$ cat src/hdl/fsvpc_pkg.sv
// shared types and constants for the feedback servo position controller
// used by the top level and the iterative divider; no dependencies
`timescale 1ns / 1ps
`default_nettype none

package fsvpc_pkg;

    // sequencer states of the top level
    typedef enum logic [3:0] {
        ST_IDLE,
        ST_CHECK,
        ST_DUTY,
        ST_SPAN,
        ST_ANGLE,
        ST_TRACK,
        ST_POS,
        ST_ERR,
        ST_MUL,
        ST_DRIVE,
        ST_DONE
    } t_state;

    // configuration register indexes
    localparam logic [1:0] CFG_DUTY_MIN   = 2'd0;
    localparam logic [1:0] CFG_DUTY_MAX   = 2'd1;
    localparam logic [1:0] CFG_GAIN       = 2'd2;
    localparam logic [1:0] CFG_STOP_VALUE = 2'd3;

    // register reset values
    localparam logic [14:0] DUTY_MIN_RST   = 15'd742;
    localparam logic [14:0] DUTY_MAX_RST   = 15'd24858;
    localparam logic [15:0] GAIN_RST       = 16'd256;
    localparam logic [7:0]  STOP_VALUE_RST = 8'd90;

    // divider geometry
    localparam int DIV_W   = 32;
    localparam int DSR_W   = 16;
    localparam int DIV_CNT_W = $clog2(DIV_W);

    // arithmetic constants, Q8 where an angle or a duty
    localparam logic [12:0] PERIOD_LO     = 13'd1000;
    localparam logic [12:0] PERIOD_HI     = 13'd1200;
    localparam logic [31:0] FULL_DUTY_Q8  = 32'd25600;
    localparam logic [31:0] TURN_Q8       = 32'd92160;
    localparam logic [16:0] ANGLE_MAX_Q8  = 17'd91904;
    localparam logic [18:0] HALF_TURN_Q8  = 19'd46080;
    localparam logic [16:0] LAST_RST_Q8   = 17'd46080;
    localparam logic [16:0] SPAN_BIAS     = 17'd256;
    localparam int          ERR_LIM_Q8    = 7680;
    localparam int          TURN_LIM      = 2047;
    localparam logic [7:0]  DRIVE_MAX     = 8'd180;

endpackage

`default_nettype wire

$ cat src/hdl/feedback_servo_position_control.sv
// Position controller for a continuous-rotation servo with PWM feedback.
// Input channel s_axis: one item per measured feedback period with the
// high and low times in microseconds and a signed multi-turn target angle.
// Output channel m_axis: one item per input item with the multi-turn
// position (Q8 degrees) and the servo drive; tuser flags a valid period.
// Configuration: write port i_cfg_we / i_cfg_idx / i_cfg_data, used idle.
// An item whose period lies in 1001..1199 us runs the duty division and then,
// when the duty is above the minimum and the span is positive, the angle
// division before it reaches the output register; otherwise the second
// division is skipped. An out-of-range period goes from the check straight
// to the result. s_axis_tready returns once the sequencer is back in idle.
// The shared 32-step divider is run once or twice per valid item (duty cycle,
// then angle, unless skipped). s_axis_tready is high only while the
// sequencer is idle, so one item is in work at a time.
// The result sits in an output register; a new item is accepted while it
// waits. When the receiver stalls, a finished result holds in the sequencer
// until the output register is free, and input is not accepted meanwhile.
// Reset (synchronous, active low) restores the register defaults, sets the
// last angle to 180 degrees and the turn count to zero, and empties the
// output register.
`timescale 1ns / 1ps
`default_nettype none

module feedback_servo_position_control (
    input  wire         i_clk,
    input  wire         i_rst_n,
    // input items
    input  wire         s_axis_tvalid,
    output logic        s_axis_tready,
    input  wire  [47:0] s_axis_tdata,   // high_time[11:0], low_time[23:12], target_angle[44:24]
    // result items
    output logic        m_axis_tvalid,
    input  wire         m_axis_tready,
    output logic [39:0] m_axis_tdata,   // position[28:0], drive[36:29]
    output logic        m_axis_tuser,   // valid_res[0]
    // configuration writes
    input  wire         i_cfg_we,
    input  wire  [1:0]  i_cfg_idx,
    input  wire  [15:0] i_cfg_data
);

    fsvpc_pkg::t_state r_state, n_state;

    // configuration registers
    logic [14:0] r_dmin, r_dmax;
    logic [15:0] r_gain;
    logic [7:0]  r_stop;

    // tracking state
    logic [16:0]        r_last, n_last;
    logic signed [11:0] r_turns, n_turns;

    // item working registers
    logic [11:0]        r_hi, r_lo;
    logic signed [20:0] r_target;
    logic [14:0]        r_duty, n_duty;
    logic [16:0]        r_angle, n_angle;
    logic signed [28:0] r_pos, n_pos;
    logic signed [13:0] r_err, n_err;
    logic signed [30:0] r_prod, n_prod;
    logic               r_res_valid, n_res_valid;
    logic [7:0]         r_drive, n_drive;

    // output register
    logic               r_out_valid, n_out_valid;
    logic [39:0]        r_out_data;
    logic               r_out_user;

    // divider hookup
    logic        w_div_start;
    logic [31:0] w_div_dividend;
    logic [15:0] w_div_divisor;
    logic        w_div_done;
    logic [31:0] w_div_quot;

    // combinational helpers
    logic [12:0]        w_period;
    logic               w_period_ok;
    logic signed [16:0] w_num, w_span;
    logic signed [18:0] w_last_x, w_angle_x;
    logic               w_inc, w_dec;
    logic signed [29:0] w_err_full;
    logic signed [31:0] w_v;
    logic [7:0]         w_stop_sat;
    logic               w_accept;
    logic               w_out_free;

    assign w_accept   = s_axis_tvalid && s_axis_tready;
    assign w_out_free = !r_out_valid || m_axis_tready;

    assign w_period    = {1'b0, r_hi} + {1'b0, r_lo};
    assign w_period_ok = (w_period > fsvpc_pkg::PERIOD_LO) && (w_period < fsvpc_pkg::PERIOD_HI);
    assign w_stop_sat  = (r_stop > fsvpc_pkg::DRIVE_MAX) ? fsvpc_pkg::DRIVE_MAX : r_stop;

    // duty above minimum and span of the calibration
    assign w_num  = $signed({2'b0, r_duty}) - $signed({2'b0, r_dmin});
    assign w_span = $signed({2'b0, r_dmax}) - $signed({2'b0, r_dmin})
                  + $signed(fsvpc_pkg::SPAN_BIAS);

    // wrap detection against the previous angle
    assign w_last_x  = $signed({2'b0, r_last});
    assign w_angle_x = $signed({2'b0, r_angle});
    assign w_inc = (w_last_x > w_angle_x + $signed(fsvpc_pkg::HALF_TURN_Q8));
    assign w_dec = (w_last_x < w_angle_x - $signed(fsvpc_pkg::HALF_TURN_Q8));

    assign w_err_full = $signed({r_target[20], r_target, 8'b0}) - 30'(r_pos);
    assign w_v = $signed({8'b0, r_stop, 16'b0}) - 32'(r_prod);

    fsvpc_div u_div (
        .i_clk      (i_clk),
        .i_rst_n    (i_rst_n),
        .i_start    (w_div_start),
        .i_dividend (w_div_dividend),
        .i_divisor  (w_div_divisor),
        .o_done     (w_div_done),
        .o_quot     (w_div_quot)
    );

    // sequencer next state and datapath updates
    always_comb begin
        n_state        = r_state;
        n_last         = r_last;
        n_turns        = r_turns;
        n_duty         = r_duty;
        n_angle        = r_angle;
        n_pos          = r_pos;
        n_err          = r_err;
        n_prod         = r_prod;
        n_res_valid    = r_res_valid;
        n_drive        = r_drive;
        n_out_valid    = r_out_valid && !m_axis_tready;
        w_div_start    = 1'b0;
        w_div_dividend = 32'(r_hi) * fsvpc_pkg::FULL_DUTY_Q8;
        w_div_divisor  = 16'(w_period);
        s_axis_tready  = 1'b0;
        case (r_state)
            fsvpc_pkg::ST_IDLE: begin
                s_axis_tready = 1'b1;
                if (w_accept) begin
                    n_state = fsvpc_pkg::ST_CHECK;
                end
            end
            fsvpc_pkg::ST_CHECK: begin
                if (w_period_ok) begin
                    w_div_start = 1'b1;
                    n_state     = fsvpc_pkg::ST_DUTY;
                end else begin
                    n_res_valid = 1'b0;
                    n_pos       = '0;
                    n_drive     = w_stop_sat;
                    n_state     = fsvpc_pkg::ST_DONE;
                end
            end
            fsvpc_pkg::ST_DUTY: begin
                if (w_div_done) begin
                    n_duty  = w_div_quot[14:0];
                    n_state = fsvpc_pkg::ST_SPAN;
                end
            end
            fsvpc_pkg::ST_SPAN: begin
                // duty fits 15 bits, so a positive excess does too
                w_div_dividend = 32'(w_num[15:0]) * fsvpc_pkg::TURN_Q8;
                w_div_divisor  = w_span[15:0];
                if (w_num <= 0 || w_span <= 0) begin
                    n_angle = '0;
                    n_state = fsvpc_pkg::ST_TRACK;
                end else begin
                    w_div_start = 1'b1;
                    n_state     = fsvpc_pkg::ST_ANGLE;
                end
            end
            fsvpc_pkg::ST_ANGLE: begin
                if (w_div_done) begin
                    n_angle = (w_div_quot > 32'(fsvpc_pkg::ANGLE_MAX_Q8)) ?
                              fsvpc_pkg::ANGLE_MAX_Q8 : w_div_quot[16:0];
                    n_state = fsvpc_pkg::ST_TRACK;
                end
            end
            fsvpc_pkg::ST_TRACK: begin
                if (w_inc && r_turns < 12'(fsvpc_pkg::TURN_LIM)) begin
                    n_turns = r_turns + 12'sd1;
                end else if (w_dec && r_turns > -12'(fsvpc_pkg::TURN_LIM)) begin
                    n_turns = r_turns - 12'sd1;
                end
                n_last  = r_angle;
                n_state = fsvpc_pkg::ST_POS;
            end
            fsvpc_pkg::ST_POS: begin
                n_pos   = $signed({12'b0, r_angle})
                        + 29'(r_turns) * $signed(29'(fsvpc_pkg::TURN_Q8));
                n_state = fsvpc_pkg::ST_ERR;
            end
            fsvpc_pkg::ST_ERR: begin
                if (w_err_full > 30'(fsvpc_pkg::ERR_LIM_Q8)) begin
                    n_err = 14'(fsvpc_pkg::ERR_LIM_Q8);
                end else if (w_err_full < -30'(fsvpc_pkg::ERR_LIM_Q8)) begin
                    n_err = -14'(fsvpc_pkg::ERR_LIM_Q8);
                end else begin
                    n_err = w_err_full[13:0];
                end
                n_state = fsvpc_pkg::ST_MUL;
            end
            fsvpc_pkg::ST_MUL: begin
                n_prod  = 31'(r_err) * $signed({15'b0, r_gain});
                n_state = fsvpc_pkg::ST_DRIVE;
            end
            fsvpc_pkg::ST_DRIVE: begin
                n_res_valid = 1'b1;
                if (w_v <= 0) begin
                    n_drive = '0;
                end else if (w_v[31:16] > 16'(fsvpc_pkg::DRIVE_MAX)) begin
                    n_drive = fsvpc_pkg::DRIVE_MAX;
                end else begin
                    n_drive = w_v[23:16];
                end
                n_state = fsvpc_pkg::ST_DONE;
            end
            fsvpc_pkg::ST_DONE: begin
                if (w_out_free) begin
                    n_out_valid = 1'b1;
                    n_state     = fsvpc_pkg::ST_IDLE;
                end
            end
            default: begin
                n_state = fsvpc_pkg::ST_IDLE;
            end
        endcase
    end

    // state, tracking and output control
    always_ff @(posedge i_clk) begin
        if (!i_rst_n) begin
            r_state     <= fsvpc_pkg::ST_IDLE;
            r_last      <= fsvpc_pkg::LAST_RST_Q8;
            r_turns     <= '0;
            r_out_valid <= 1'b0;
        end else begin
            r_state     <= n_state;
            r_last      <= n_last;
            r_turns     <= n_turns;
            r_out_valid <= n_out_valid;
        end
    end

    // configuration registers
    always_ff @(posedge i_clk) begin
        if (!i_rst_n) begin
            r_dmin <= fsvpc_pkg::DUTY_MIN_RST;
            r_dmax <= fsvpc_pkg::DUTY_MAX_RST;
            r_gain <= fsvpc_pkg::GAIN_RST;
            r_stop <= fsvpc_pkg::STOP_VALUE_RST;
        end else if (i_cfg_we) begin
            case (i_cfg_idx)
                fsvpc_pkg::CFG_DUTY_MIN:   r_dmin <= i_cfg_data[14:0];
                fsvpc_pkg::CFG_DUTY_MAX:   r_dmax <= i_cfg_data[14:0];
                fsvpc_pkg::CFG_GAIN:       r_gain <= i_cfg_data;
                fsvpc_pkg::CFG_STOP_VALUE: r_stop <= i_cfg_data[7:0];
                default: begin
                end
            endcase
        end
    end

    // item payload and working registers
    always_ff @(posedge i_clk) begin
        if (w_accept) begin
            r_hi     <= s_axis_tdata[11:0];
            r_lo     <= s_axis_tdata[23:12];
            r_target <= $signed(s_axis_tdata[44:24]);
        end
        r_duty      <= n_duty;
        r_angle     <= n_angle;
        r_pos       <= n_pos;
        r_err       <= n_err;
        r_prod      <= n_prod;
        r_res_valid <= n_res_valid;
        r_drive     <= n_drive;
        if (r_state == fsvpc_pkg::ST_DONE && w_out_free) begin
            r_out_data <= {3'b0, r_drive, r_pos};
            r_out_user <= r_res_valid;
        end
    end

    assign m_axis_tvalid = r_out_valid;
    assign m_axis_tdata  = r_out_data;
    assign m_axis_tuser  = r_out_user;

endmodule

`default_nettype wire

$ cat src/hdl/fsvpc_div.sv
// iterative restoring divider, one quotient bit per cycle
// depends on fsvpc_pkg for its widths
`timescale 1ns / 1ps
`default_nettype none

module fsvpc_div (
    input  wire                               i_clk,
    input  wire                               i_rst_n,
    input  wire                               i_start,
    input  wire [fsvpc_pkg::DIV_W-1:0]        i_dividend,
    input  wire [fsvpc_pkg::DSR_W-1:0]        i_divisor,
    output logic                              o_done,
    output logic [fsvpc_pkg::DIV_W-1:0]       o_quot
);

    logic                              r_busy, n_busy;
    logic                              r_done, n_done;
    logic [fsvpc_pkg::DIV_CNT_W-1:0]   r_cnt, n_cnt;
    logic [fsvpc_pkg::DIV_W-1:0]       r_num, n_num;
    logic [fsvpc_pkg::DSR_W-1:0]       r_rem, n_rem;
    logic [fsvpc_pkg::DSR_W-1:0]       r_dsr;
    logic [fsvpc_pkg::DSR_W:0]         w_trial;
    logic [fsvpc_pkg::DSR_W:0]         w_diff;
    logic                              w_ge;

    // one restoring step: shift in next dividend bit, subtract if it fits
    assign w_trial = {r_rem, r_num[fsvpc_pkg::DIV_W-1]};
    assign w_ge    = (w_trial >= {1'b0, r_dsr});
    assign w_diff  = w_trial - {1'b0, r_dsr};

    always_comb begin
        n_busy = r_busy;
        n_done = 1'b0;
        n_cnt  = r_cnt;
        n_num  = r_num;
        n_rem  = r_rem;
        if (i_start) begin
            n_busy = 1'b1;
            n_cnt  = '0;
            n_num  = i_dividend;
            n_rem  = '0;
        end else if (r_busy) begin
            n_num = {r_num[fsvpc_pkg::DIV_W-2:0], w_ge};
            n_rem = w_ge ? w_diff[fsvpc_pkg::DSR_W-1:0] : w_trial[fsvpc_pkg::DSR_W-1:0];
            n_cnt = r_cnt + 1'b1;
            if (r_cnt == fsvpc_pkg::DIV_CNT_W'(fsvpc_pkg::DIV_W - 1)) begin
                n_busy = 1'b0;
                n_done = 1'b1;
            end
        end
    end

    // control state
    always_ff @(posedge i_clk) begin
        if (!i_rst_n) begin
            r_busy <= 1'b0;
            r_done <= 1'b0;
            r_cnt  <= '0;
        end else begin
            r_busy <= n_busy;
            r_done <= n_done;
            r_cnt  <= n_cnt;
        end
    end

    // datapath
    always_ff @(posedge i_clk) begin
        r_num <= n_num;
        r_rem <= n_rem;
        if (i_start) begin
            r_dsr <= i_divisor;
        end
    end

    assign o_done = r_done;
    assign o_quot = r_num;

endmodule

`default_nettype wire
$ cat config.mk
export PLATFORM = sky130hd
export DESIGN_NAME = feedback_servo_position_control
export DESIGN_NICKNAME = d
export VERILOG_FILES = /design/src/hdl/fsvpc_pkg.sv /design/src/hdl/feedback_servo_position_control.sv /design/src/hdl/fsvpc_div.sv
export SDC_FILE = /design/constraint.sdc
export NUM_CORES = 2
export LEC_CHECK = 0
export BUFFER_PORTS_ARGS = -buffer_cell sky130_fd_sc_hd__buf_4
export CORE_MARGIN = 1
export CORE_UTILIZATION = 64
export DETAILED_ROUTE_END_ITERATION = 6
export GPL_ROUTABILITY_DRIVEN = 1
export GPL_TIMING_DRIVEN = 0
export PLACE_DENSITY_LB_ADDON = 0.25
export SLEW_MARGIN = 30
export SYNTH_ARGS = -nofsm -noshare
export SYNTH_HDL_FRONTEND = slang
export SYNTH_SLANG_ARGS = --single-unit
$ cat constraint.sdc
create_clock -name i_clk -period 7.65 [get_ports i_clk]
set_input_delay 1.53 -clock i_clk [delete_from_list [all_inputs] [get_ports i_clk]]
set_output_delay 1.53 -clock i_clk [all_outputs]
set_load 0.02 [all_outputs]
# After elaboration in Yosys (flattened, before gate mapping)
# Index checks and enable logic that the tools add are counted.
[word_totals]
regBits = 357
inputBits = 71
elab_cells = 150
[classes]
n_addsub = 13
mul = 4
n_lt_le_gt_ge = 15
n_eq_ne = 20
muxes = 38
n_bitwise = 2
n_reduce_logical = 30
[ops]
columns = ["op", "count"]
rows = [
  ["$mux 32", 3],
  ["$pmux 29 s2", 1],
  ["$mux 17", 3],
  ["$pmux 4 s11", 1],
  ["$pmux 17 s2", 1],
  ["$gt 32x17->1 const B", 1],
  ["$le 32x1->1 const B", 1],
  ["$mux 8", 4],
  ["$sub 15x15->16", 2],
  ["$sub 25x31->32", 1],
  ["$mul 14x17->31", 1],
  ["$gt 30x14->1 const B", 1],
  ["$lt 30x14->1 const B", 1],
  ["$sub 29x29->30", 1],
  ["$add 18x29->29", 1],
  ["$mux 29", 1],
  ["$mux 12", 2],
  ["$mul 16x6->21 const B", 1],
  ["$mux 4", 5],
  ["$add 17x16->18 const B", 1],
  ["$gt 17x18->1", 1],
  ["$lt 18x18->1", 1],
  ["$mul 12x7->18 const B", 1],
  ["$sub 17x16->18 const B", 1],
  ["other kinds (43)", 85],
]

# Depth between registers and ports, before layout
[depth]
word_depth = 7
depth_mapped = 27
mapped_depth_nobuf = 27

# Cells and area by module
# A second synthesis with hierarchy kept.
[unflattened]
hier_cells = 3413
area_unflattened_um2 = 32317.2
[by_module_without_submodules]
columns = ["module", "n_inst", "cells_each", "area_each_um2", "seq_area_each_um2"]
rows = [
  ["feedback_servo_position_control", 1, 3086, 28548.6, 7707.4],
  ["fsvpc_div", 1, 327, 3768.6, 1901.8],
]

# Worst setup path before layout
# Ideal clock, no wire load.
[synth_path]
path_type = "reg2reg"
start = "register r_err[4]"
end = "register r_prod[29] (data pin)"
setup_time_ps = 258
t_arrival_ps = 6298
required_time_ps = 7392
setup_slack_ps = 1095
path_stages_with_launch = 25
synth_period_minus_slack_ps = 6555
cell_sequence = "edfxtp_1 -> clkbuf_1 -> and2_1 -> fa_1 -> inv_1 -> fa_1 -> inv_1 -> fa_1 -> inv_1 -> fa_1 -> inv_1 -> fa_1 -> inv_1 -> fa_1 -> inv_1 -> ha_1 -> o21a_1 -> a311oi_1 -> o31ai_1 -> o21a_1 -> a41o_1 -> o41ai_1 -> o21bai_1 -> a21oi_1 -> xnor2_1"
[synth_via]
elab_chain_len = 1
[synth_rtl]
columns = ["item", "line", "rtl"]
rows = [
  ["from (decl)", "feedback_servo_position_control.sv:59", "logic signed [13:0] r_err, n_err;"],
  ["from (signal assigned)", "feedback_servo_position_control.sv:274", "r_err <= n_err;"],
  ["$mul 14x17->31", "feedback_servo_position_control.sv:204", "n_prod = 31'(r_err) * $signed({15'b0, r_gain});"],
  ["to (signal assigned)", "feedback_servo_position_control.sv:275", "r_prod <= n_prod;"],
  ["to (decl)", "feedback_servo_position_control.sv:60", "logic signed [30:0] r_prod, n_prod;"],
]
# No other way between the ends.
# A chain may end at the register's enable or synchronous reset.

# Worst setup path after layout
[layout_path]
start = "register r_dmin[0]"
end = "register u_div.r_num (netlist bit u_div.o_quot[30]) (data pin)"
[layout_via]
elab_chain_len = 7
elab_cells_between_ends = 11
cone_classes = "3 x add/sub; 1 x mul; 2 x order compare; 4 x mux; 1 x reduce/logical"
[layout_rtl]
columns = ["item", "line", "rtl"]
rows = [
  ["from (decl)", "feedback_servo_position_control.sv:45", "logic [14:0] r_dmin, r_dmax;"],
  ["from (signal assigned)", "feedback_servo_position_control.sv:248", "r_dmin <= fsvpc_pkg::DUTY_MIN_RST;"],
  ["from (signal assigned)", "feedback_servo_position_control.sv:254", "fsvpc_pkg::CFG_DUTY_MIN: r_dmin <= i_cfg_data[14:0];"],
  ["$sub 15x15->16", "feedback_servo_position_control.sv:97", "assign w_span = $signed({2'b0, r_dmax}) - $signed({2'b0, r_dmin})"],
  ["$add 16x10->17", "feedback_servo_position_control.sv:98", "+ $signed(fsvpc_pkg::SPAN_BIAS);"],
  ["$le 17x1->1", "feedback_servo_position_control.sv:164", "if (w_num <= 0 || w_span <= 0) begin"],
  ["$logic_or 1x1->1", "feedback_servo_position_control.sv:164", ""],
  ["$mux 1", "feedback_servo_position_control.sv:164", ""],
  ["$pmux 1 s2", "feedback_servo_position_control.sv:136", "case (r_state)"],
  ["$mux 32 *", "fsvpc_div.sv:37", "if (i_start) begin"],
  ["via u_div.n_num, one bit", "fsvpc_div.sv:19", "logic [fsvpc_pkg::DIV_W-1:0] r_num, n_num;"],
  ["to (signal assigned)", "fsvpc_div.sv:68", "r_num <= n_num;"],
  ["to (decl)", "fsvpc_div.sv:19", ""],
]
# Mark *: on every way through the listed nets, which the timed path passes. The rest lies on a longest branch.

==> summary.txt <==
STA
  – Worst slew pin tran: 921 ps
  – Max Clock Skew: 30.0 ps
  – Fin. Hold Viols: 0
  – Slew Viols, Final: 0
  – Max-slew headroom: 38.6%
  – # setup viols final: 0
  – Tmin final: 7240 ps
  – Hold_ws: 418 ps
  – RSZ-0062 raised after global routing: no
  – Final setup TNS: 0 ps
  – Final Cycle Share: 94.6%
  – Fmax: 138 MHz

Die
  – I/O pins: 114
  – Die H: 225 µm
  – Initial Util: 65.0%
  – Die footprint: 50,700 µm²
  – Core Area: 49,100 µm²
  – Row count: 81
  – Die Wd: 225 µm

Power
  – Total Power: 8030 µW
  – Sw Ratio: 37.5%
  – Flop pwr share: 31.0%
  – Max VDD drop: 0.000276 V
  – Clock power share: 25.4%
  – Internal power contribution: 5020 µW
  – Combinational fraction of design power: 43.6%
  – PwrDens: 229 nW/µm²
  – Net Switching: 3010 µW
  – Lkg Pwr: 0.0160 µW

Placed design
  – Final Wtd Congestion: 0.967
  – HPWL after DPL: 66,000 µm
  – Port bufs: 106

Route
  – DRT iter0 DRCs: 1,666
  – Avg WL per Cell: 19.5 µm
  – Initial DRT Pass Iterations: 6
  – Post-Route WL: 81,600 µm
  – DR DRC count: 0
  – Routed Antenna Nets: 0
  – Via count: 24,676
  – Routed vias/inst: 5.90

Yosys
  – Avg Cell Area, Syn: 9.58 µm²
  – Synth Register Bits: 357
  – Register area share after synthesis: 30.1%
  – Synth Warn #: 0
  – Largest cells by area after synthesis: edfxtp_1 23%, ha_1 15%, fa_1 14%
  – Synth async-reset ratio: 0%
  – Top cell type's share of synthesized area: 23.2%
  – Most instantiated cells after synthesis: 491 x inv_1, 371 x ha_1, 348 x nand2_1
  – Most common cell in the synthesized netlist: inv_1
  – Synthesized area: 31,900 µm²
  – Post-Synthesis Cells: 3,328
  – Primary FF master, synth: edfxtp_1
  – EDFF count, synth: 246
  – Area leader, netlist: edfxtp_1
  – Distinct cells, synth: 87

CTS
  – Clk sink count: 357
  – Worst skew pair latency: 560 ps
  – Clock Tree Buf Depth: 3
  – Hold_buf cts: 0
  – CTS tree: yes
  – Root buf cell: clkbuf_16
  – H-tree Lvls: 2
  – Setup repair bufs after CTS: 0
  – Clk slew on worst S/H paths: 60 ps
  – Total CTS buffers: 40

Global route
  – Vias in the first global route: 25,655
  – Largest net degree at the start of global routing: 46
  – Gr usage total: 33.0%
  – Antenna violations before repair: 1
  – First-pass GRT wire length: 131,000 µm
  – GRT Residual Overflow: 0

Flow run
  – Max cap viols: 0

Critical path
  – Startpoint types: flop
  – Critical Path AT: 7510 ps
  – CP max FO: 4
  – Critical Path RT: 7930 ps
  – Critical path class: reg -> reg
  – Kind of end point of the critical path: flop

Hold path
  – Hold Crit Class: reg -> reg

Finish
  – Register area: 9610 µm²
  – Post-Route Utilization: 71.4%
  – Layout area overhead: 9.93%
  – Multi-input gate area: 20,100 µm²
  – Fill count: 3,755
  – Fin nets: 4,150
  – Fraction of layout cells with a size suffix above 1: 7.25%

Status
  – Outcome: complete, no violations
==> timing repair <==
item,CTS,global route
resized for setup,0,15
endpoints found under the hold margin,0,0
endpoints found under the setup margin,0,2
==> cell usage in the layout (no fill, tap or decap), types with 22 or more instances in the layout <==
cell type,count
inv_1,491
ha_1,371
nand2_1,346
edfxtp_1,246
fa_1,225
nor2_1,162
and2_1,147
a21oi_1,137
xnor2_1,119
buf_4,114
dfxtp_1,111
o21ai_0,97
clkbuf_1,86
a21boi_0,64
xor2_1,61
nor2b_1,58
a21o_1,56
nand3_1,56
clkbuf_16,42
nor3_1,38
nand2b_1,36
o21a_1,36
mux2i_1,25
and3_1,24
o21bai_1,23
nor4_1,22
o211ai_1,22
==> power by group through the flow <==
stage | clock network (µW) | logic [µW] | registers, µW
floorplan | 0 | 2590 | 2470
global placement | 0 | 3320 | 2520
detailed placement | 0 | 3460 | 2520
CTS | 2060 | 3490 | 2480
global route | 2130 | 3900 | 2510
finish | 2040 | 3500 | 2490
==> critical path: stages (launching register included) <==
cell and delay [ps]:
dfxtp_1 400, ha_1 200, inv_1 60, fa_1 420, a211oi_1 350, nor2_1 140, o31ai_1 310, a21boi_0 450
ha_1 350, fa_1 540, inv_1 60, fa_1 500, inv_1 40, ha_1 320, o21ai_0 190, a21oi_1 90
o21a_1 220, o311a_1 300, a2111oi_0 730, a21oi_1 240, a211oi_1 280, o21bai_1 100, a21oi_1 200, xor2_1 310
mux2i_1 130
==> final cells by class <==
type | instances | area share (%)
clock inverter | 17 | 0.682
multi-input combinational | 2386 | 57.4
sequential | 357 | 27.4
tap | 664 | 2.37
buffer | 96 | 1.14
inverter | 491 | 5.26
timing repair buffer | 111 | 2.44
clock buffer | 57 | 3.30
antenna | 2 | 0.0143
==> cell families after synthesis <==
logic type / share of synthesized area (%)
and+or+nand+nor: 15.6
adders and majority gates: 28.7
buffers and inverters: 7.01
AOI/OAI and AO/OA: 11.9
DFF: 30.1
xor gates and xnor gates: 5.00
muxes: 1.60
other: 0.0118
==> worst paths after layout <==
| check | slack, ps | depth (start not counted) | to | start |
|---|---|---|---|---|
| worst max-delay path | 410 | 24 | u_div.o_quot[30]$_DFFE_PP_ | r_dmin[0]$_SDFFE_PN0P_ |
| worst min-delay path | 420 | 0 | m_axis_tdata[36]$_DFFE_PP_ | r_drive[7]$_DFFE_PP_ |
| worst max register to register | 410 | 24 | u_div.o_quot[30]$_DFFE_PP_ | r_dmin[0]$_SDFFE_PN0P_ |
| worst min register to register | 420 | 0 | m_axis_tdata[36]$_DFFE_PP_ | r_drive[7]$_DFFE_PP_ |
==> layer usage <==
layer,vias to the layer above,routed length [µm],GRT usage [%]
met2,785,40800,57.8
met1,12090,32400,39.7
met5,-,11,0
met4,2,4330,16.9
met3,250,4140,4.39
li1,11549,-,-
==> registers in the layout (all words and copies together), names as in the netlist, 16 cells and up <==
name and flops:
r_angle 17, r_pos 29, r_prod 31, u_div.r_dsr 16
u_div.r_rem 16, u_div.o_quot 32, r_target 21, r_gain 16
m_axis_tdata 37, r_last 17
==> per-stage QoR <==
stage | area [µm²] | setup WS [ps] | instances
floorplan | 31900 | 1090 | 3330
global placement | 33500 | 303 | 4100
detailed placement | 33600 | 222 | 4105
CTS | 35000 | 163 | 4179
global route | 35000 | 41.6 | 4179
finish | 35000 | 414 | 4181
Note: power is estimated with default switching activity, not from simulation.
